File: src/rtl/rau_pkg.sv
// ----------------------------------------------------------------------------
// rau_pkg
// Shared types and constants for the rational arithmetic unit.
// ----------------------------------------------------------------------------
package rau_pkg;

  localparam int unsigned DefaultWidth = 32;
  localparam int unsigned OpW          = 2;
  localparam int unsigned InW          = 32;
  localparam int unsigned MagW         = 64;
  localparam int unsigned DenW         = 31;
  localparam int unsigned StatW        = 2;

  typedef enum logic [OpW-1:0] {
    OP_ADD = 2'd0,
    OP_SUB = 2'd1,
    OP_MUL = 2'd2,
    OP_DIV = 2'd3
  } op_e;

  typedef enum logic [StatW-1:0] {
    ST_OK       = 2'd0,
    ST_ZERO_DEN = 2'd1,
    ST_OVERFLOW = 2'd2
  } status_e;

  // Request payload.
  typedef struct packed {
    logic [OpW-1:0]  operation;
    logic signed [InW-1:0] a_numerator;
    logic signed [InW-1:0] a_denominator;
    logic signed [InW-1:0] b_numerator;
    logic signed [InW-1:0] b_denominator;
  } req_t;

  // Classified work item handed from front end to back end.
  typedef struct packed {
    logic            err;    // zero denominator or divisor
    logic            zero;   // numerator is zero
    logic            neg;    // sign of the result
    logic [MagW-1:0] nmag;
    logic [MagW-1:0] dmag;
  } work_t;

  // Result payload.
  typedef struct packed {
    logic signed [InW-1:0] result_numerator;
    logic [DenW-1:0]       result_denominator;
    logic [StatW-1:0]      status;
  } res_t;

  function automatic logic [InW-1:0] mag32(input logic [InW-1:0] x);
    return x[InW-1] ? (~x + 1'b1) : x;
  endfunction

endpackage

File: src/rtl/rau_front.sv
// ----------------------------------------------------------------------------
// rau_front
// Takes a request, forms the cross products in turn with a shared 32x32
// multiplier, combines them and classifies the item.
// ----------------------------------------------------------------------------
module rau_front (
  input  logic           clk_i,
  input  logic           rst_ni,
  input  logic           in_valid_i,
  output logic           in_ready_o,
  input  rau_pkg::req_t  in_data_i,
  output logic           wk_valid_o,
  input  logic           wk_ready_i,
  output rau_pkg::work_t wk_data_o
);
  import rau_pkg::*;

  typedef enum logic [3:0] {
    S_IDLE = 4'b0001,
    S_M1   = 4'b0010,
    S_M2   = 4'b0100,
    S_OUT  = 4'b1000
  } state_e;

  state_e          state_q, state_d;
  logic [InW-1:0]  man_q, mad_q, mbn_q, mbd_q;
  logic            san_q, sad_q, sbn_q, sbd_q;
  logic [OpW-1:0]  op_q;
  logic            err_q;
  logic [MagW-1:0] p1_q, p2_q, p3_q;
  logic [InW-1:0]  mul_a, mul_b;
  logic [MagW-1:0] prod;
  logic            s1, s2, ns, ds;
  logic [MagW-1:0] nmag, dmag;
  logic            busy_q;   // operands loaded, products pending

  assign prod = MagW'(mul_a) * MagW'(mul_b);

  // Multiplier operands by step: first numerator term, then second, then den.
  always_comb begin
    mul_a = mad_q;
    mul_b = mbd_q;
    case (state_q)
      S_IDLE: begin
        mul_a = man_q;
        mul_b = (op_q == OP_MUL) ? mbn_q : mbd_q;
      end
      S_M1: begin
        mul_a = mbn_q;
        mul_b = mad_q;
      end
      S_M2: begin
        mul_a = mad_q;
        mul_b = (op_q == OP_DIV) ? mbn_q : mbd_q;
      end
      default: ;
    endcase
  end

  always_comb begin
    s1   = san_q ^ ((op_q == OP_MUL) ? sbn_q : sbd_q);
    s2   = sbn_q ^ sad_q ^ (op_q == OP_SUB);
    ds   = sad_q ^ ((op_q == OP_DIV) ? sbn_q : sbd_q);
    dmag = p3_q;
    if (op_q == OP_MUL || op_q == OP_DIV) begin
      nmag = p1_q;
      ns   = s1;
    end else if (s1 == s2) begin
      nmag = p1_q + p2_q;
      ns   = s1;
    end else if (p1_q >= p2_q) begin
      nmag = p1_q - p2_q;
      ns   = s1;
    end else begin
      nmag = p2_q - p1_q;
      ns   = s2;
    end
  end

  assign in_ready_o = (state_q == S_IDLE) && !busy_q;
  assign wk_valid_o = (state_q == S_OUT);
  assign wk_data_o  = '{err: err_q, zero: (nmag == '0), neg: ns ^ ds,
                        nmag: nmag, dmag: dmag};

  always_comb begin
    state_d = state_q;
    case (state_q)
      S_IDLE:  if (busy_q) state_d = S_M1;
      S_M1:    state_d = S_M2;
      S_M2:    state_d = S_OUT;
      S_OUT:   if (wk_ready_i) state_d = S_IDLE;
      default: state_d = S_IDLE;
    endcase
  end

  always_ff @(posedge clk_i or negedge rst_ni) begin
    if (!rst_ni) begin
      state_q <= S_IDLE;
      busy_q  <= 1'b0;
    end else begin
      state_q <= state_d;
      if (in_valid_i && in_ready_o) busy_q <= 1'b1;
      else if (state_q == S_IDLE) busy_q <= 1'b0;
    end
  end

  always_ff @(posedge clk_i) begin
    if (in_valid_i && in_ready_o) begin
      op_q  <= in_data_i.operation;
      man_q <= mag32(in_data_i.a_numerator);
      mad_q <= mag32(in_data_i.a_denominator);
      mbn_q <= mag32(in_data_i.b_numerator);
      mbd_q <= mag32(in_data_i.b_denominator);
      san_q <= in_data_i.a_numerator[InW-1];
      sad_q <= in_data_i.a_denominator[InW-1];
      sbn_q <= in_data_i.b_numerator[InW-1];
      sbd_q <= in_data_i.b_denominator[InW-1];
      err_q <= (in_data_i.a_denominator == '0) || (in_data_i.b_denominator == '0) ||
               ((in_data_i.operation == OP_DIV) && (in_data_i.b_numerator == '0));
    end
    case (state_q)
      S_IDLE:  if (busy_q) p1_q <= prod;
      S_M1:    p2_q <= prod;
      S_M2:    p3_q <= prod;
      default: ;
    endcase
  end
endmodule

File: config.mk
export PLATFORM = sky130hd
export DESIGN_NAME = rau_front
export DESIGN_NICKNAME = d
export VERILOG_FILES = /design/src/rtl/rau_pkg.sv /design/src/rtl/rau_front.sv
export SDC_FILE = /design/constraint.sdc
export NUM_CORES = 2
export LEC_CHECK = 0
export CORE_AREA = 2 2 330 332
export CTS_CLUSTER_DIAMETER = 120
export CTS_CLUSTER_SIZE = 30
export DETAILED_ROUTE_END_ITERATION = 10
export DIE_AREA = 0 0 332 334
export DONT_BUFFER_PORTS = 1
export PLACE_DENSITY = 0.78
export SLEW_MARGIN = 20
export SYNTH_ARGS = -nofsm -noshare
export SYNTH_HDL_FRONTEND = slang
export SYNTH_SLANG_ARGS = --single-unit
File: constraint.sdc
create_clock -name clk_i -period 17 [get_ports clk_i]
set_input_delay 1.7 -clock clk_i [delete_from_list [all_inputs] [get_ports clk_i]]
set_output_delay 1.7 -clock clk_i [all_outputs]
set_load 0.02 [all_outputs]
==> key figures <==
Synthesis
  – Synth top area share: 30.8%
  – Library cells used by synthesis: just over 90
  – Syn nets: just over 8000
  – Seq/Total Area, Yosys: 17.0%
  – Synth Area in XOR/XNOR: 3.47%
  – Synthesized area: 58500 um2
  – Mean post-synth cell area: roughly 9 um2
  – Compound-Gate Fraction of Synth Area: 13.6%
  – Post-Synthesis Cells: between 6000 and 7000
  – Top cells by instance count after synthesis: inv_1 (1112), fa_1 (899), nand2_1 (796)
  – Synth Flop Type: edfxtp_1
  – Ys Warns: 0
  – Post-synth EDFFs: around 330
  – Adder-cell share of the synthesized area: between 40% and 50%
  – Seq cells post-synth: 332
  – Largest family of logic cells by synthesized area: adder cells
  – Most numerous cell in the Yosys netlist: inv_1
  – Synth top area cells: fa_1 (31%), edfxtp_1 (17%), ha_1 (9.8%), inv_1 (7.1%), nand2_1 (5.1%)
  – Yosys top cell by area: fa_1
  – Simple-gate share of the synthesized area: 15.7%
  – Asr flop ratio synth: roughly 1.5%
  – Post-synthesis mux area share: 0.346%

Critical path
  – CP max-delay cell: or4b_2
  – Critical path type: flop to flop
  – Critical Path AT: 12.87 ns
  – Crit path capture type: flop
  – Startpoint class of the critical path: flop
  – CP max stage delay: 0.67 ns
  – Cell mode on critical path: fa_1
  – Req. time, crit path: approximately 17 ns
  – Crit path max fanout: 62

GRT
  – First-pass GRT wire length: 310000 um
  – Initial antenna violation count: 8
  – Remaining Overflow, GRT: 0
  – Overall Global Routing Usage: 36.8%
  – Routing usage on met3: 9.99%
  – GR Util met2: 57.1%
  – Layer with the highest usage: met2
  – GR Util met1: 47.4%
  – Vias in the first global route: 51100
  – Largest net degree at the start of global routing: 90

Die
  – Row count: 121
  – Die ar.: ~110000 um2
  – Ports: 267
  – Die W: 332 um
  – Initial core utilization: between 50% and 60%
  – Die height: 334 um
  – CORE AREA: 108000 um2

STA
  – Max Fclk: 0.0798 GHz
  – Slew Limit Fails: 0
  – Setup violators final: 0
  – Max-Slew Margin vs Limit: 14.9%
  – Min Tclk post-route: 12.53 ns
  – RSZ-0062 raised after global routing: no
  – Final Cycle Share: 73.7%
  – Skew final: ~0.037 ns
  – Worst-margin pin slew: 1.27 ns
  – Fin. Hold Viols: 0
  – Final setup TNS: 0 ns
  – Hold slack: 0.530 ns

Clock network
  – Num Clock Sinks: roughly 330
  – Skew-Pair Late Insertion Delay: 0.62 ns
  – TritonCTS buffer count: 17
  – Hold buffers post-CTS: 0
  – Clk slew on worst S/H paths: 0.11 ns
  – Clock H-tree levels: 1
  – CTS Buffer Depth: 3
  – Post-CTS sizing: 0
  – TritonCTS clock tree: built
  – Root buffer cell: clkbuf_16
  – Post-CTS Setup Inserts: 0

Route
  – DRT Pass-1 Iters: 7
  – Vias per cell: around 6.3
  – DRT Wirelength: 205000 um
  – Post-route ant nets: 0
  – Routed wire per std cell: 25.8 um
  – Initial DRC Count: 5124
  – DRC violations left: 0
  – Via count: 49900

Cells and area
  – Fillers: 9589
  – Fraction of layout cells with a size suffix above 1: 4.03%
  – Layout area overhead: 4.02%
  – Non-Filler Instances: 7941
  – Layout Nets: 8003
  – Fin area: 60900 um2

Min path
  – Hold Path Class: flop to flop

Place
  – Hpwl dp: 164000 um
  – Post-Place Cells: between 7000 and 8000
  – DP Area: a little over 60000 um2
  – Placer Congestion: 1.04
  – I/O Buffers: 0

Status
  – Result of the run: complete, no violations

Flow run
  – Max_cap viols: 0
-- final timing paths --
path,start,endpoint,slack [ns],cells past startpoint
max,state_q[0],p2_q[61],4.47,36
min,busy_q,state_q[0],0.53,1
max reg2reg,state_q[0],p2_q[61],4.47,36
min reg2reg,busy_q,state_q[0],0.53,1
max in group asynchronous,rst_ni,state_q[0],16.06,0
min in group asynchronous,rst_ni,state_q[3],0.77,0
-- worst max-delay path: cells and delay by family (launching register included) --
| family | cells | cell delay (ns) |
|---|---|---|
| compound gates | 10 | 3.20 |
| flops | 1 | 0.62 |
| xor+xnor | 1 | 0.19 |
| buf+inv | 7 | 1.60 |
| simple gates | 9 | 2.16 |
| fa+ha+maj | 9 | 4.41 |
-- final cells by class --
type	instances	area, um2	share of cell area [%]
diodes	4	10.0	0.0164
clock buffers	22	444	0.730
clock inverters	7	114	0.187
inverters	1116	4190	6.88
multi-input cells	4911	43400	71.3
flip-flops and latches	332	9950	16.3
well taps	1414	1770	2.91
repair buffers	135	1030	1.69
-- stage by stage --
step,utilization (%),setup WS (ns)
after CTS,56.5,4.57
after global routing,56.5,3.89
after global placement,55.9,4.86
after floorplan,-,3.30
final,56.5,4.47
after detailed placement,55.9,4.63
-- metal layers --
layer | part of all wire, % | wire (um)
met4 | 6.5 | 13400
met3 | 12 | 25300
met1 | 37 | 76800
met5 | 0.017 | 35
met2 | 44 | 89600
-- kinds of logic (layout without fill, tap and decap cells) --
group                      count (synthesis)  count (layout)
buffers and inverters                   1449            1280
DFF                                      332             332
AOI/OAI and AO/OA                       1205            1205
other                                      0               4
xor gates and xnor gates                 232             232
muxes                                     20              20
adders and majority gates               1356            1356
and+or+nand+nor                         2098            2098
-- layout by cell type, fill, tap and decap left out, types with 59 or more instances in the layout --
cell type	instances
nor3_1	77
buf_4	134
fa_1	899
xnor2_1	200
and2_1	79
ha_1	457
a21oi_1	320
o21bai_1	59
inv_1	1112
o31ai_1	66
a21o_1	66
nand2_1	795
nand3_1	70
o21ai_0	251
nor2_1	752
edfxtp_1	327
-- sequential cells by signal, indices dropped and copies added (netlist names) --
name     flops
busy_q       1
dmag        64
err_q        1
mad_q       32
man_q       32
mbd_q       32
mbn_q       32
op_q         2
p1_q        64
p2_q        64
sad_q        1
san_q        1
sbd_q        1
sbn_q        1
state_q      4
Power is not shown: default switching activity piles up to over one toggle a cycle in this logic, so the estimate is an artifact.
