<file path="src/rtl/rau_pkg.sv">
// ----------------------------------------------------------------------------
// rau_pkg
// Shared types and constants for the rational arithmetic unit.
// ----------------------------------------------------------------------------
package rau_pkg;

  localparam int unsigned DefaultWidth = 32;
  localparam int unsigned OpW          = 2;
  localparam int unsigned InW          = 32;
  localparam int unsigned MagW         = 64;
  localparam int unsigned DenW         = 31;
  localparam int unsigned StatW        = 2;

  typedef enum logic [OpW-1:0] {
    OP_ADD = 2'd0,
    OP_SUB = 2'd1,
    OP_MUL = 2'd2,
    OP_DIV = 2'd3
  } op_e;

  typedef enum logic [StatW-1:0] {
    ST_OK       = 2'd0,
    ST_ZERO_DEN = 2'd1,
    ST_OVERFLOW = 2'd2
  } status_e;

  // Request payload.
  typedef struct packed {
    logic [OpW-1:0]  operation;
    logic signed [InW-1:0] a_numerator;
    logic signed [InW-1:0] a_denominator;
    logic signed [InW-1:0] b_numerator;
    logic signed [InW-1:0] b_denominator;
  } req_t;

  // Classified work item handed from front end to back end.
  typedef struct packed {
    logic            err;    // zero denominator or divisor
    logic            zero;   // numerator is zero
    logic            neg;    // sign of the result
    logic [MagW-1:0] nmag;
    logic [MagW-1:0] dmag;
  } work_t;

  // Result payload.
  typedef struct packed {
    logic signed [InW-1:0] result_numerator;
    logic [DenW-1:0]       result_denominator;
    logic [StatW-1:0]      status;
  } res_t;

  function automatic logic [InW-1:0] mag32(input logic [InW-1:0] x);
    return x[InW-1] ? (~x + 1'b1) : x;
  endfunction

endpackage

</file>
<file path="src/rtl/rau_back.sv">
// ----------------------------------------------------------------------------
// rau_back
// Binary gcd of both magnitudes, bit-serial division of both by the gcd,
// range check and output register; error or zero items go straight out.
// ----------------------------------------------------------------------------
module rau_back #(
  parameter int unsigned WIDTH = rau_pkg::DefaultWidth
) (
  input  logic           clk_i,
  input  logic           rst_ni,
  input  logic           wk_valid_i,
  output logic           wk_ready_o,
  input  rau_pkg::work_t wk_data_i,
  output logic           res_valid_o,
  input  logic           res_ready_i,
  output rau_pkg::res_t  res_data_o
);
  import rau_pkg::*;

  localparam int unsigned CntW = $clog2(MagW + 1);

  typedef enum logic [6:0] {
    S_IDLE = 7'b0000001,
    S_GCD  = 7'b0000010,
    S_SHFT = 7'b0000100,
    S_DIVN = 7'b0001000,
    S_DIVD = 7'b0010000,
    S_FIN  = 7'b0100000,
    S_OUT  = 7'b1000000
  } state_e;

  state_e          state_q, state_d;
  work_t           w_q;
  logic [MagW-1:0] u_q, v_q, g_q;
  logic [CntW-1:0] k_q, cnt_q;
  logic [MagW-1:0] quo_q, rem_q, nq_q;
  logic [MagW:0]   rtry;
  logic [MagW-1:0] rsh;
  logic [MagW-1:0] lim;
  logic            ovf;
  res_t            res_q;

  assign lim = MagW'(1) << (WIDTH - 1);

  // Restoring division step on the current dividend bit.
  assign rsh  = {rem_q[MagW-2:0], quo_q[MagW-1]};
  assign rtry = {1'b0, rsh} - {1'b0, g_q};

  assign ovf = (quo_q > lim - 1) || (w_q.neg ? (nq_q > lim) : (nq_q > lim - 1));

  assign wk_ready_o  = (state_q == S_IDLE);
  assign res_valid_o = (state_q == S_OUT);
  assign res_data_o  = res_q;

  always_comb begin
    state_d = state_q;
    case (state_q)
      S_IDLE: if (wk_valid_i) state_d = S_GCD;
      S_GCD: begin
        if (w_q.err || w_q.zero) state_d = S_OUT;
        else if (u_q == v_q) state_d = S_SHFT;
      end
      S_SHFT:  state_d = S_DIVN;
      S_DIVN:  if (cnt_q == CntW'(MagW - 1)) state_d = S_DIVD;
      S_DIVD:  if (cnt_q == CntW'(MagW - 1)) state_d = S_FIN;
      S_FIN:   state_d = S_OUT;
      S_OUT:   if (res_ready_i) state_d = S_IDLE;
      default: state_d = S_IDLE;
    endcase
  end

  always_ff @(posedge clk_i or negedge rst_ni) begin
    if (!rst_ni) state_q <= S_IDLE;
    else         state_q <= state_d;
  end

  always_ff @(posedge clk_i) begin
    case (state_q)
      S_IDLE: begin
        w_q <= wk_data_i;
        u_q <= wk_data_i.nmag;
        v_q <= wk_data_i.dmag;
        k_q <= '0;
      end
      S_GCD: begin
        // Stein's step: strip common twos, then subtract.
        if (w_q.err) begin
          res_q <= '{result_numerator: '0, result_denominator: '0, status: ST_ZERO_DEN};
        end else if (w_q.zero) begin
          res_q <= '{result_numerator: '0, result_denominator: DenW'(1), status: ST_OK};
        end else if (u_q != v_q) begin
          if (!u_q[0] && !v_q[0]) begin
            u_q <= u_q >> 1;
            v_q <= v_q >> 1;
            k_q <= k_q + 1'b1;
          end else if (!u_q[0]) begin
            u_q <= u_q >> 1;
          end else if (!v_q[0]) begin
            v_q <= v_q >> 1;
          end else if (u_q > v_q) begin
            u_q <= (u_q - v_q) >> 1;
          end else begin
            v_q <= (v_q - u_q) >> 1;
          end
        end
      end
      S_SHFT: begin
        g_q   <= u_q << k_q;
        quo_q <= w_q.nmag;
        rem_q <= '0;
        cnt_q <= '0;
      end
      S_DIVN, S_DIVD: begin
        if (cnt_q == CntW'(MagW - 1)) begin
          cnt_q <= '0;
          if (state_q == S_DIVN) begin
            // Park the numerator quotient and start on the denominator.
            nq_q  <= {quo_q[MagW-2:0], !rtry[MagW]};
            quo_q <= w_q.dmag;
            rem_q <= '0;
          end else begin
            quo_q <= {quo_q[MagW-2:0], !rtry[MagW]};
          end
        end else begin
          cnt_q <= cnt_q + 1'b1;
          if (!rtry[MagW]) begin
            rem_q <= rtry[MagW-1:0];
            quo_q <= {quo_q[MagW-2:0], 1'b1};
          end else begin
            rem_q <= rsh;
            quo_q <= {quo_q[MagW-2:0], 1'b0};
          end
        end
      end
      S_FIN: begin
        res_q <= ovf ? '{result_numerator: '0, result_denominator: '0,
                         status: ST_OVERFLOW}
                     : '{result_numerator: InW'(w_q.neg ? (~nq_q + 1'b1) : nq_q),
                         result_denominator: DenW'(quo_q), status: ST_OK};
      end
      S_OUT: ;
      default: ;
    endcase
  end
endmodule

</file>
<file path="config.mk">
export PLATFORM = sky130hd
export DESIGN_NAME = rau_back
export DESIGN_NICKNAME = d
export VERILOG_FILES = /design/src/rtl/rau_pkg.sv /design/src/rtl/rau_back.sv
export SDC_FILE = /design/constraint.sdc
export NUM_CORES = 2
export LEC_CHECK = 0
export BUFFER_PORTS_ARGS = -buffer_cell sky130_fd_sc_hd__clkbuf_2
export CAP_MARGIN = 20
export CORE_ASPECT_RATIO = 0.8
export CORE_MARGIN = 5
export CORE_UTILIZATION = 60
export DETAILED_ROUTE_END_ITERATION = 7
export PLACE_DENSITY_LB_ADDON = 0.12
export REMOVE_ABC_BUFFERS = 1
export SLEW_MARGIN = 20
export SYNTH_ARGS = -nofsm -noshare
export SYNTH_HDL_FRONTEND = slang
export SYNTH_SLANG_ARGS = --single-unit
</file>
<file path="constraint.sdc">
create_clock -name clk_i -period 16.5 [get_ports clk_i]
set_clock_uncertainty 0.15 [all_clocks]
set_input_delay 0.825 -clock clk_i [delete_from_list [all_inputs] [get_ports clk_i]]
set_output_delay 0.825 -clock clk_i [all_outputs]
set_load 0.005 [all_outputs]
</file>
==> key figures <==
Outcome
  • Status: finished, final reports clean

Worst hold path
  • Hold Path Class: primary input to flop

Cells and area
  • Fillers: 5123
  • Most common cell after layout, fill and taps aside: edfxtp_1
  • Multi-input gate area: 19500 µm²
  • Util after Layout: 0.665
  • Net count, final: 4513
  • Commonest cells after routing, fill and taps aside: 593 x edfxtp_1, 520 x nor2_1, 466 x nand2_1
  • P&R area growth vs syn: 9.15%
  • FF/Latch Area: 18000 µm²
  • Layout cells sized above 1: 0.105

Setup path
  • CP required: 16.71 ns
  • Startpoint Class: flop
  • Setup CP Type: flop to flop
  • Worst EP arrival: 5.58 ns
  • Critical path capture point type: flop
  • Max FO, Critical Path: 6

Timing
  • Setup TNS: 0 ns
  • Minimum clock period: 5.38 ns
  • FMAX: 186 MHz
  • Fin. max-slew vios: 0
  • Worst setup margin: 11.12 ns
  • Final setup viols: 0
  • RSZ-0062 raised after global routing: false
  • Rel. slew slack: 0.268
  • Fin crit share: 0.326
  • Measured slew at the worst slew-check pin: 1.10 ns
  • WHS: 0.206 ns
  • Final Hold Vio Count: 0

Logic synthesis
  • Synth Cell Area: 39300 µm²
  • Post-synth ARST share: 0.0117
  • Synth Flop Type: edfxtp_1
  • Mean Syn Cell Area: 9.56 µm²
  • Post-synthesis sequential area ratio: 0.458
  • Yosys cell types: 81
  • EDFF count, synth: 593
  • Yosys warnings: 0
  • #FFs+latches synth: 600
  • Post-Syn Instances: 4109

Global route
  • Global-route wire length before repair: 187 mm
  • Vias in the first global route: 30800
  • Gr usage total: 0.342
  • GRT overflow: 0
  • Initial antenna violation count: 0
  • Largest net degree at the start of global routing: 160

CTS
  • Post-CTS Resized: 0
  • Clock slew at reported path FFs: 0.07 ns
  • Clock buffers created by TritonCTS: 58
  • CTS root buf: clkbuf_16
  • Hold_buf cts: 1
  • H-tree Lvls: 2
  • Clock Sinks: 600
  • Max Root-Sink Buffers: 3
  • CTS tree: yes
  • Post-CTS setup buffer count: 0
  • Worst-Skew Late Latency: 0.65 ns

Pwr
  • PD cells: 234 nW/µm²
  • Worst VDD drop: 0.208 mV
  • Final Power: 10.0 mW
  • Pleak: 16.9 nW

Floorplanning
  • Die area: 70700 µm²
  • Die Span Y: 239 µm
  • FP Rows: 83
  • Top Ports: 202
  • Initial Util: 0.609
  • Core ar.: 64500 µm²
  • Die extent in x: 296 µm

Drt
  • Wire per inst: 24.4 µm
  • Vias: 33100
  • Final WL: 124 mm
  • Drt pass-1 iters: 6
  • Post-route ant nets: 0
  • Post-route DRC: 0
  • DR iter-0 viols: 4277
  • Via/cell ratio: 6.53

Run
  • Maxcap violations: 0

Place
  • GP Congestion: 1.01
  • Post-DP HPWL: 91.9 mm
  • Place WS: 11.03 ns
  • Port Buf Inserts: 201
cell type report:
class                   count  share of cell area
diodes                      1           0.0000584
clock buffers              68              0.0347
clock inverters            38              0.0123
inverters                 256              0.0226
multi-input cells        3017               0.454
flip-flops and latches    600               0.419
well taps                 850              0.0248
repair buffers            245              0.0319
cells by family (layout without fill, tap and decap cells):
kind of cell,count (synthesis),count (layout),share of synthesized area
buf+inv,492,607,0.0485
mux,139,139,0.0500
fa+ha+maj,200,200,0.0643
flops,600,600,0.458
simple gates,1351,1351,0.151
compound gates,1117,1117,0.182
other cells,0,1,0
xor+xnor,210,210,0.0468
power breakdown:
part / switching [mW] / total (mW) / leakage [nW] / internal [mW]
sequential: 0.296 / 2.57 / 5.58 / 2.27
clock: 0.630 / 1.43 / 0.957 / 0.800
combinational: 4.06 / 6.03 / 10.3 / 1.97
critical path, stage by stage, from the launching register on:
cell and delay, ns:
edfxtp_1 0.52, ha_1 0.29, fa_1 0.46, nand4b_1 0.22
a31oi_1 0.26, a21oi_1 0.15, o221ai_1 0.60, a21oi_1 0.29
o311ai_1 0.57, a21oi_1 0.34, o311ai_1 0.54, a211oi_1 0.32
xnor2_1 0.27, o21ai_0 0.10
path summary, 6_finish.rpt:
path / from / slack [ns] / endpoint / cells after the start
setup / recovery: u_q[0] / 11.12 / v_q[55] / 13
hold / removal: wk_data_i[130] / 0.21 / w_q[130] / 1
setup reg to reg: u_q[0] / 11.12 / v_q[55] / 13
hold reg to reg: quo_q[19] / 0.33 / nq_q[20] / 0
max in group asynchronous: rst_ni / 15.56 / state_q[0] / 2
min in group asynchronous: rst_ni / 0.40 / state_q[5] / 2
cells in the mapped netlist, types with 7 or more instances:
| library cell | number | area [µm²] |
|---|---|---|
| o21ai_0 | 228 | 1140 |
| and3_1 | 29 | 181 |
| or2_2 | 18 | 113 |
| nand3b_1 | 8 | 60.1 |
| buf_2 | 37 | 185 |
| a311oi_1 | 8 | 70.1 |
| or4_1 | 7 | 52.6 |
| mux2_2 | 8 | 90.1 |
| a22oi_1 | 64 | 480 |
| o41ai_1 | 11 | 96.3 |
| inv_1 | 253 | 950 |
| xnor2_1 | 128 | 1120 |
| ha_1 | 197 | 2460 |
| mux2i_1 | 85 | 851 |
| mux4_2 | 45 | 1010 |
| clkbuf_1 | 180 | 676 |
| nand2_1 | 467 | 1750 |
| o22ai_1 | 26 | 163 |
| edfxtp_1 | 593 | 17800 |
| o31ai_1 | 18 | 135 |
| a21boi_0 | 20 | 150 |
| a21o_1 | 75 | 563 |
| o221ai_1 | 10 | 87.6 |
| nor3_1 | 60 | 300 |
| or3_1 | 17 | 106 |
| a221oi_1 | 94 | 823 |
| o211ai_1 | 11 | 82.6 |
| a31oi_1 | 33 | 206 |
| xor2_1 | 82 | 718 |
| o21bai_1 | 56 | 420 |
| nor2_1 | 525 | 1970 |
| o22a_1 | 9 | 78.8 |
| o21a_1 | 23 | 173 |
| buf_1 | 16 | 60.1 |
| a211oi_1 | 38 | 285 |
| nand2b_1 | 25 | 156 |
| and2_1 | 46 | 288 |
| nand3_1 | 37 | 185 |
| nand4_1 | 51 | 319 |
| a21oi_1 | 340 | 1700 |
| nor4_1 | 24 | 150 |
| nor2b_1 | 20 | 125 |
registers in the layout (all words and copies together), names as in the netlist:
name / flops
quo_q: 64
v_q: 64
state_q: 7
u_q: 64
cnt_q: 7
res_data_o: 65
k_q: 7
rem_q: 63
nq_q: 64
g_q: 64
w_q: 131
per-layer routing:
metal,routed length (µm),track usage,vias up
met5,0,0,-
met4,4110,0.100,0
met3,12900,0.0551,206
met2,53300,0.504,1854
met1,53600,0.525,16000
li1,-,-,15100
metrics by stage:
stage / instance area, µm² / cells
after floorplan: 38300 / 3873
after global placement: 40800 / 4965
after detailed placement: 40800 / 4965
after CTS: 42800 / 5072
after global routing: 42900 / 5074
final: 42900 / 5075
(Power assumes the default switching activity.)
