### src/rtl/rau_pkg.sv
// ----------------------------------------------------------------------------
// rau_pkg
// Shared types and constants for the rational arithmetic unit.
// ----------------------------------------------------------------------------
package rau_pkg;

  localparam int unsigned DefaultWidth = 32;
  localparam int unsigned OpW          = 2;
  localparam int unsigned InW          = 32;
  localparam int unsigned MagW         = 64;
  localparam int unsigned DenW         = 31;
  localparam int unsigned StatW        = 2;

  typedef enum logic [OpW-1:0] {
    OP_ADD = 2'd0,
    OP_SUB = 2'd1,
    OP_MUL = 2'd2,
    OP_DIV = 2'd3
  } op_e;

  typedef enum logic [StatW-1:0] {
    ST_OK       = 2'd0,
    ST_ZERO_DEN = 2'd1,
    ST_OVERFLOW = 2'd2
  } status_e;

  // Request payload.
  typedef struct packed {
    logic [OpW-1:0]  operation;
    logic signed [InW-1:0] a_numerator;
    logic signed [InW-1:0] a_denominator;
    logic signed [InW-1:0] b_numerator;
    logic signed [InW-1:0] b_denominator;
  } req_t;

  // Classified work item handed from front end to back end.
  typedef struct packed {
    logic            err;    // zero denominator or divisor
    logic            zero;   // numerator is zero
    logic            neg;    // sign of the result
    logic [MagW-1:0] nmag;
    logic [MagW-1:0] dmag;
  } work_t;

  // Result payload.
  typedef struct packed {
    logic signed [InW-1:0] result_numerator;
    logic [DenW-1:0]       result_denominator;
    logic [StatW-1:0]      status;
  } res_t;

  function automatic logic [InW-1:0] mag32(input logic [InW-1:0] x);
    return x[InW-1] ? (~x + 1'b1) : x;
  endfunction

endpackage

### src/rtl/rau_queue.sv
// ----------------------------------------------------------------------------
// rau_queue
// Two-entry queue between front end and back end.
// ----------------------------------------------------------------------------
module rau_queue (
  input  logic           clk_i,
  input  logic           rst_ni,
  input  logic           in_valid_i,
  output logic           in_ready_o,
  input  rau_pkg::work_t in_data_i,
  output logic           out_valid_o,
  input  logic           out_ready_i,
  output rau_pkg::work_t out_data_o
);
  import rau_pkg::*;

  work_t      mem_q [2];
  logic       wp_q, rp_q;
  logic [1:0] cnt_q;
  logic       push, pop;

  assign in_ready_o  = (cnt_q != 2'd2);
  assign out_valid_o = (cnt_q != 2'd0);
  assign out_data_o  = mem_q[rp_q];
  assign push        = in_valid_i && in_ready_o;
  assign pop         = out_valid_o && out_ready_i;

  always_ff @(posedge clk_i or negedge rst_ni) begin
    if (!rst_ni) begin
      wp_q  <= 1'b0;
      rp_q  <= 1'b0;
      cnt_q <= 2'd0;
    end else begin
      if (push) wp_q <= ~wp_q;
      if (pop)  rp_q <= ~rp_q;
      cnt_q <= cnt_q + 2'(push) - 2'(pop);
    end
  end

  always_ff @(posedge clk_i) begin
    if (push) mem_q[wp_q] <= in_data_i;
  end
endmodule

### config.mk
export PLATFORM = sky130hd
export DESIGN_NAME = rau_queue
export DESIGN_NICKNAME = d
export VERILOG_FILES = /design/src/rtl/rau_pkg.sv /design/src/rtl/rau_queue.sv
export SDC_FILE = /design/constraint.sdc
export NUM_CORES = 1
export LEC_CHECK = 0
export BUFFER_PORTS_ARGS = -buffer_cell sky130_fd_sc_hd__buf_2
export CORE_MARGIN = 2
export CORE_UTILIZATION = 47
export DETAILED_ROUTE_END_ITERATION = 6
export GPL_TIMING_DRIVEN = 0
export PLACE_DENSITY = 0.75
export SLEW_MARGIN = 15
export SYNTH_ARGS = -nofsm -noshare
export SYNTH_HDL_FRONTEND = slang
export SYNTH_SLANG_ARGS = --single-unit
### constraint.sdc
create_clock -name clk_i -period 7 [get_ports clk_i]
set_clock_uncertainty 0.1 [all_clocks]
set_input_delay 0.7 -clock clk_i [delete_from_list [all_inputs] [get_ports clk_i]]
set_output_delay 0.7 -clock clk_i [all_outputs]
set_load 0.01 [all_outputs]
==> impl_metrics.tcl, run 1 <==
set metrics [dict create \
    status "complete, no violations" \
    port_buffers 267 \
    place_ws_ns 4.516 \
    ir_worst_vdd_uv 273.5 \
    start_kind "flip-flop" \
    powerDensity_mw_per_mm2 436.4 \
    cts_tree "yes" \
    synth_edf_count 262 \
    cts_sinks 266 \
    core_mm2 0.02096 \
    max_slew_margin 0.6777 \
    synth_top_area_share 0.7883 \
    finalPower_mw 5.607 \
    ys_types 17 \
    place.gp.congestion 0.6931 \
    rows 53 \
    setup_viol 0 \
    tightest_slew_ns 0.4823 \
    yosysSeqAreaShare 0.7983 \
    syn_avg_cell_area_um2 23.48 \
    syn_inst 425 \
    routed_via_density 4.868 \
    netlist_area_mm2 0.009981 \
    numCtsBuffers 27 \
    wl_per_cell_um 18.12 \
    track_usage 0.1575 \
    synth_seq_cells 266 \
    fin_ws_ns 4.348 \
    clk_pin_slew_worst_paths_ns 0.06 \
    hold_viol 0 \
    p_leak_nw 5.082 \
    rsz0062_at_grt "no" \
    dp_hpwl_mm 12.81 \
    clock_latency_ns 0.53 \
    synth_fp_nets 562 \
    final_antenna_net_count 0 \
    fp.dieH_um 149.7 \
    yosysMostFrequentCell "edfxtp_1" \
    overflow 0 \
    antenna_found_initial 2 \
    ys_top_cells_by_count "edfxtp_1, mux2_4, mux2_2, buf_6, buf_2" \
    tns_ns 0 \
    cap_violations 0 \
    grt_max_degree 54 \
    dieWidth_um 149.7 \
    syn_to_final_growth_pct 28.74 \
    clockRootBuffer "clkbuf_16" \
    start_util 0.4763 \
    ioPinCount 268 \
    synthArstFlopShare 0.01504 \
    worstSetupPathType "flip-flop to output pin" \
    dieArea_mm2 0.02242 \
    cp.required_ns 6.20 \
    clk_path_buf_depth 3 \
    max_freq_mhz 377.1 \
    grt_pass1_vias 5377 \
    grt_pass1_wl_mm 27.52 \
    first_iter_violations 239 \
    via_count 4999 \
    first_pass_iters 4 \
    synth.largest_area_cell "edfxtp_1" \
    worstPathArrival_ns 1.85 \
    finalWirelength_mm 18.61 \
    num-nets-final 866 \
    netlist_top_cells_area "edfxtp_1, mux2_4, mux2_2" \
    ys.flop_type "edfxtp_1" \
    layout-drive-gt1-share 0.6227 \
    end_kind "output pin" \
    r2r_slack_ns 4.76 \
    route.detailed.drc 0 \
    yosys_warnings 0 \
    fin_crit_ns 2.652 \
    maxSlewViolCount 0 \
    path_max_fanout 10 \
    h-tree-depth 1 \
    hold_path_class "input port to flip-flop" \
    fin_crit_sh 0.3788 \
]
-- where the power goes --
group	switching, mW	total (mW)	internal (mW)
Combinational	0.885	1.77	0.887
Sequential	0.0860	2.26	2.17
Clock	0.575	1.57	1.00
Total	1.55	5.61	4.06
-- placed cells by master, fill, tap and decap left out --
cell,instances
buf_2,272
edfxtp_1,262
mux2_4,80
mux2_2,51
clkbuf_16,27
buf_6,9
bufinv_16,8
clkinv_2,7
clkinv_1,4
dfrtp_1,4
buf_16,4
xnor2_1,3
buf_12,3
diode_2,2
ha_1,2
inv_6,2
clkbuf_1,2
or2_2,1
and2_1,1
nand2b_1,1
nand2_1,1
buf_8,1
inv_1,1
and3_4,1
nor2_4,1
xor2_1,1
dlygate4sd3_1,1
-- logic make-up after synthesis --
family                   count (synthesis)  share of synthesized area
adder cells (fa/ha/maj)                  2                   0.002507
flip-flops                             266                     0.7983
buffers and inverters                   16                    0.01454
AND/OR/NAND/NOR                          6                   0.003260
XOR/XNOR                                 4                   0.003511
multiplexers                           131                     0.1779
-- worst paths after layout --
check	start	endpoint	depth (start not counted)
max in group asynchronous	rst_ni	cnt_q[0]$_DFF_PN0_	2
worst max register to register	cnt_q[0]$_DFF_PN0_	mem_q[0][91]$_DFFE_PP_	6
worst min-delay path	in_data_i[18]	mem_q[1][18]$_DFFE_PP_	1
worst max-delay path	rp_q$_DFFE_PN0P_	out_data_o[119]	5
worst min register to register	cnt_q[0]$_DFF_PN0_	cnt_q[0]$_DFF_PN0_	1
min in group asynchronous	rst_ni	cnt_q[1]$_DFF_PN0_	2
-- what timing repair did --
item,4_1_cts,5_1_grt
hold buffers,1,0
endpoints found under the hold margin,4,0
setup buffers,0,0
gates resized for setup,0,0
-- worst max-delay path, cell delays in order, from the launching register on --
cell	delay (ns)
dfrtp_1	0.34
buf_6	0.12
buf_8	0.17
buf_6	0.20
mux2_4	0.31
buf_2	0.15
-- sequential cells by signal, summed over array words and instances (netlist names) --
name and cells:
mem_q 262, rp_q 1, cnt_q 2, wp_q 1
-- per-stage QoR --
stage	utilization	instances	hold slack, ns	instance area (µm²)
5_1_grt	0.6130	1025	0.2314	12840
6_report	0.6132	1027	0.2521	12850
3_3_place_gp	0.5565	967	0.3750	11660
4_1_cts	0.6130	1025	0.2241	12840
2_1_floorplan	-	425	0.3044	9981
3_5_place_dp	0.5652	974	0.4077	11840
-- routing by layer --
| layer | share of wire | global-route usage | vias to the layer above | wire length, µm |
|---|---|---|---|---|
| li1 | - | - | 2300 | - |
| met1 | 0.37 | 0.1802 | 2452 | 6917 |
| met2 | 0.51 | 0.2807 | 221 | 9435 |
| met3 | 0.10 | 0.05488 | 26 | 1906 |
| met4 | 0.019 | 0.04434 | 0 | 350 |
| met5 | 0 | 0 | - | 0 |
-- cell type report --
| cell class | count | area, µm² |
|---|---|---|
| buffer | 15 | 141.4 |
| antenna | 2 | 5.005 |
| clock buffer | 29 | 683.2 |
| inverter | 1 | 3.754 |
| fill | 1516 | 8105 |
| clock inverter | 21 | 307.8 |
| sequential | 266 | 7968 |
| timing repair buffer | 275 | 1516 |
| multi-input combinational | 143 | 1881 |
| tap | 275 | 344.1 |
No activity file was read; power rests on OpenSTA's default activity.
==> inputs of run 2 (changes only) <==
==> constraint.sdc (replaced) <==
create_clock -name clk_i -period 2.3 [get_ports clk_i]
set_clock_uncertainty 0.1 [all_clocks]
set_input_delay 0.23 -clock clk_i [delete_from_list [all_inputs] [get_ports clk_i]]
set_output_delay 0.23 -clock clk_i [all_outputs]
set_load 0.01 [all_outputs]
==> run 2 against run 1 <==
  * Design area is 9.2% higher
  * Power rose to 3.0 times the previous value
  * Die area unchanged
  * Global-route usage increased by 2.2 points
  * Largest cell class unchanged
  * Worst setup slack got worse by 4.2 ns
  * Sequential share of layout area down 5.2 points
  * Critical path depth stayed put
  * Clock power rose to 2.6 times the previous value
  * Via count grew 11%
  * First-iteration DRC count grew 1.3%
  * Count of clock-buffer cells in the layout up 2
  * Combinational power grew to 3.2 times the previous value
==> impl_metrics.tcl, run 2 (synthesis results as in run 1) <==
set metrics [dict create \
    routed_via_density 4.796 \
    first_pass_iters 4 \
    port_buffers 267 \
    antenna_found_initial 1 \
    layout-drive-gt1-share 0.5226 \
    ir_worst_vdd_uv 870.9 \
    setup_viol 0 \
    largest_register_ffs 262 \
    layout_common_cells "buf_2, edfxtp_1, dlygate4sd3_1" \
    start_util 0.4763 \
    via_count 5563 \
    wl_per_cell_um 17.91 \
    max_stage_delay_ns 0.34 \
    start_kind "flip-flop" \
    worstPathCellList "buf_6 > buf_8 > buf_6 > mux2_4 > buf_2" \
    core_mm2 0.02096 \
    max_freq_mhz 461.8 \
    hold_depth 2 \
    clock_latency_ns 0.53 \
    place.gp.congestion 0.6901 \
    hold_viol 0 \
    postCtsSetupBuffers 0 \
    worstPathArrival_ns 1.84 \
    dp_cells 974 \
    clockRootBuffer "clkbuf_16" \
    end_kind "output pin" \
    grt_max_degree 48 \
    cts_resized 0 \
    clk_pin_slew_worst_paths_ns 0.06 \
    path_max_fanout 10 \
    hold_path_class "input port to flip-flop" \
    fin_crit_ns 2.165 \
    fin_crit_sh 0.9414 \
    rsz0062_at_grt "no" \
    dieArea_mm2 0.02242 \
    first_iter_violations 242 \
    path_common_cell "buf_6" \
    route.detailed.drc 0 \
    h-tree-depth 1 \
    cp_num_buf_inv 4 \
    max_slew_margin 0.5706 \
    clk_path_buf_depth 3 \
    cts_sinks 266 \
    ioPinCount 268 \
    grt_pass1_vias 6139 \
    powerDensity_mw_per_mm2 1183 \
    finalPower_mw 16.60 \
    top_regs "mem_q (262), cnt_q (2)" \
    crit_family "buffers and inverters" \
    maxSlewViolCount 0 \
    track_usage 0.1791 \
    reg2reg_depth 5 \
    cp_num_cells 5 \
    worstSetupPathType "flip-flop to output pin" \
    rows 53 \
    tightest_slew_ns 0.6425 \
    crit_slowest_cell "dfrtp_1" \
    p_leak_nw 5.559 \
    cp.required_ns 1.97 \
    final-instance-count-excl-fill 1160 \
    dieWidth_um 149.7 \
    numCtsBuffers 27 \
    fp.dieH_um 149.7 \
    finalWirelength_mm 20.78 \
    layout_commonest_cell "buf_2" \
    dp_hpwl_mm 12.78 \
    cap_violations 0 \
    grt_pass1_wl_mm 31.21 \
    final_antenna_net_count 0 \
    syn_to_final_growth_pct 40.55 \
    status "complete, no violations" \
    regMostFlops "mem_q" \
    cts_tree "yes" \
    overflow 0 \
    num-nets-final 1000 \
    r2r_slack_ns 0.17 \
]
run 2: path summary, 6_finish.rpt:
check / end / from
setup reg to reg: mem_q[0][107]$_DFFE_PP_ / cnt_q[1]$_DFF_PN0_
max in group asynchronous: rp_q$_DFFE_PN0P_ / rst_ni
min in group asynchronous: cnt_q[1]$_DFF_PN0_ / rst_ni
setup / recovery: out_data_o[41] / rp_q$_DFFE_PN0P_
hold / removal: mem_q[0][96]$_DFFE_PP_ / in_data_i[96]
hold reg to reg: cnt_q[0]$_DFF_PN0_ / cnt_q[0]$_DFF_PN0_
run 2: area by class of cell:
type	count	area [µm²]
multi-input cells	143	1883
diodes	1	2.502
inverters	1	3.754
clock buffers	31	690.7
well taps	275	344.1
repair buffers	409	2850
flip-flops and latches	266	7968
fillers	1350	6927
clock inverters	19	145.1
plain buffers	15	141.4
run 2: metal layers:
| metal | share of wire | track usage | up-vias |
|---|---|---|---|
| met4 | 0.021 | 0.05000 | 0 |
| met2 | 0.54 | 0.3424 | 236 |
| met1 | 0.36 | 0.1936 | 2711 |
| met5 | 0 | 0 | - |
| li1 | - | - | 2572 |
| met3 | 0.079 | 0.04817 | 44 |
run 2: report_power, final:
group	total, mW	internal, mW	switching [mW]	leakage [nW]
sequential	6.89	6.62	0.271	2.48
combinational	5.61	2.84	2.77	2.67
clock	4.10	2.37	1.73	0.411
run 2: through the flow:
step | area (µm²) | setup slack, ns | utilization | hold slack (ns) | TNS (ns)
after detailed placement | 11840 | 0.1991 | 0.5650 | -0.06029 | 0
after CTS | 14030 | 0.08507 | 0.6693 | 0.2977 | 0
after global routing | 14030 | 0.02446 | 0.6695 | 0.3082 | 0
final | 14030 | 0.1348 | 0.6695 | 0.3248 | 0
after floorplan | 9992 | -0.8350 | - | -0.1656 | -169.42
after global placement | 11670 | -1.553 | 0.5570 | -0.06501 | -336.09
run 2: what timing repair did:
item,4_1_cts,5_1_grt
endpoints found under the setup margin,0,0
hold endpoints to repair,268,0
hold buffers,135,0
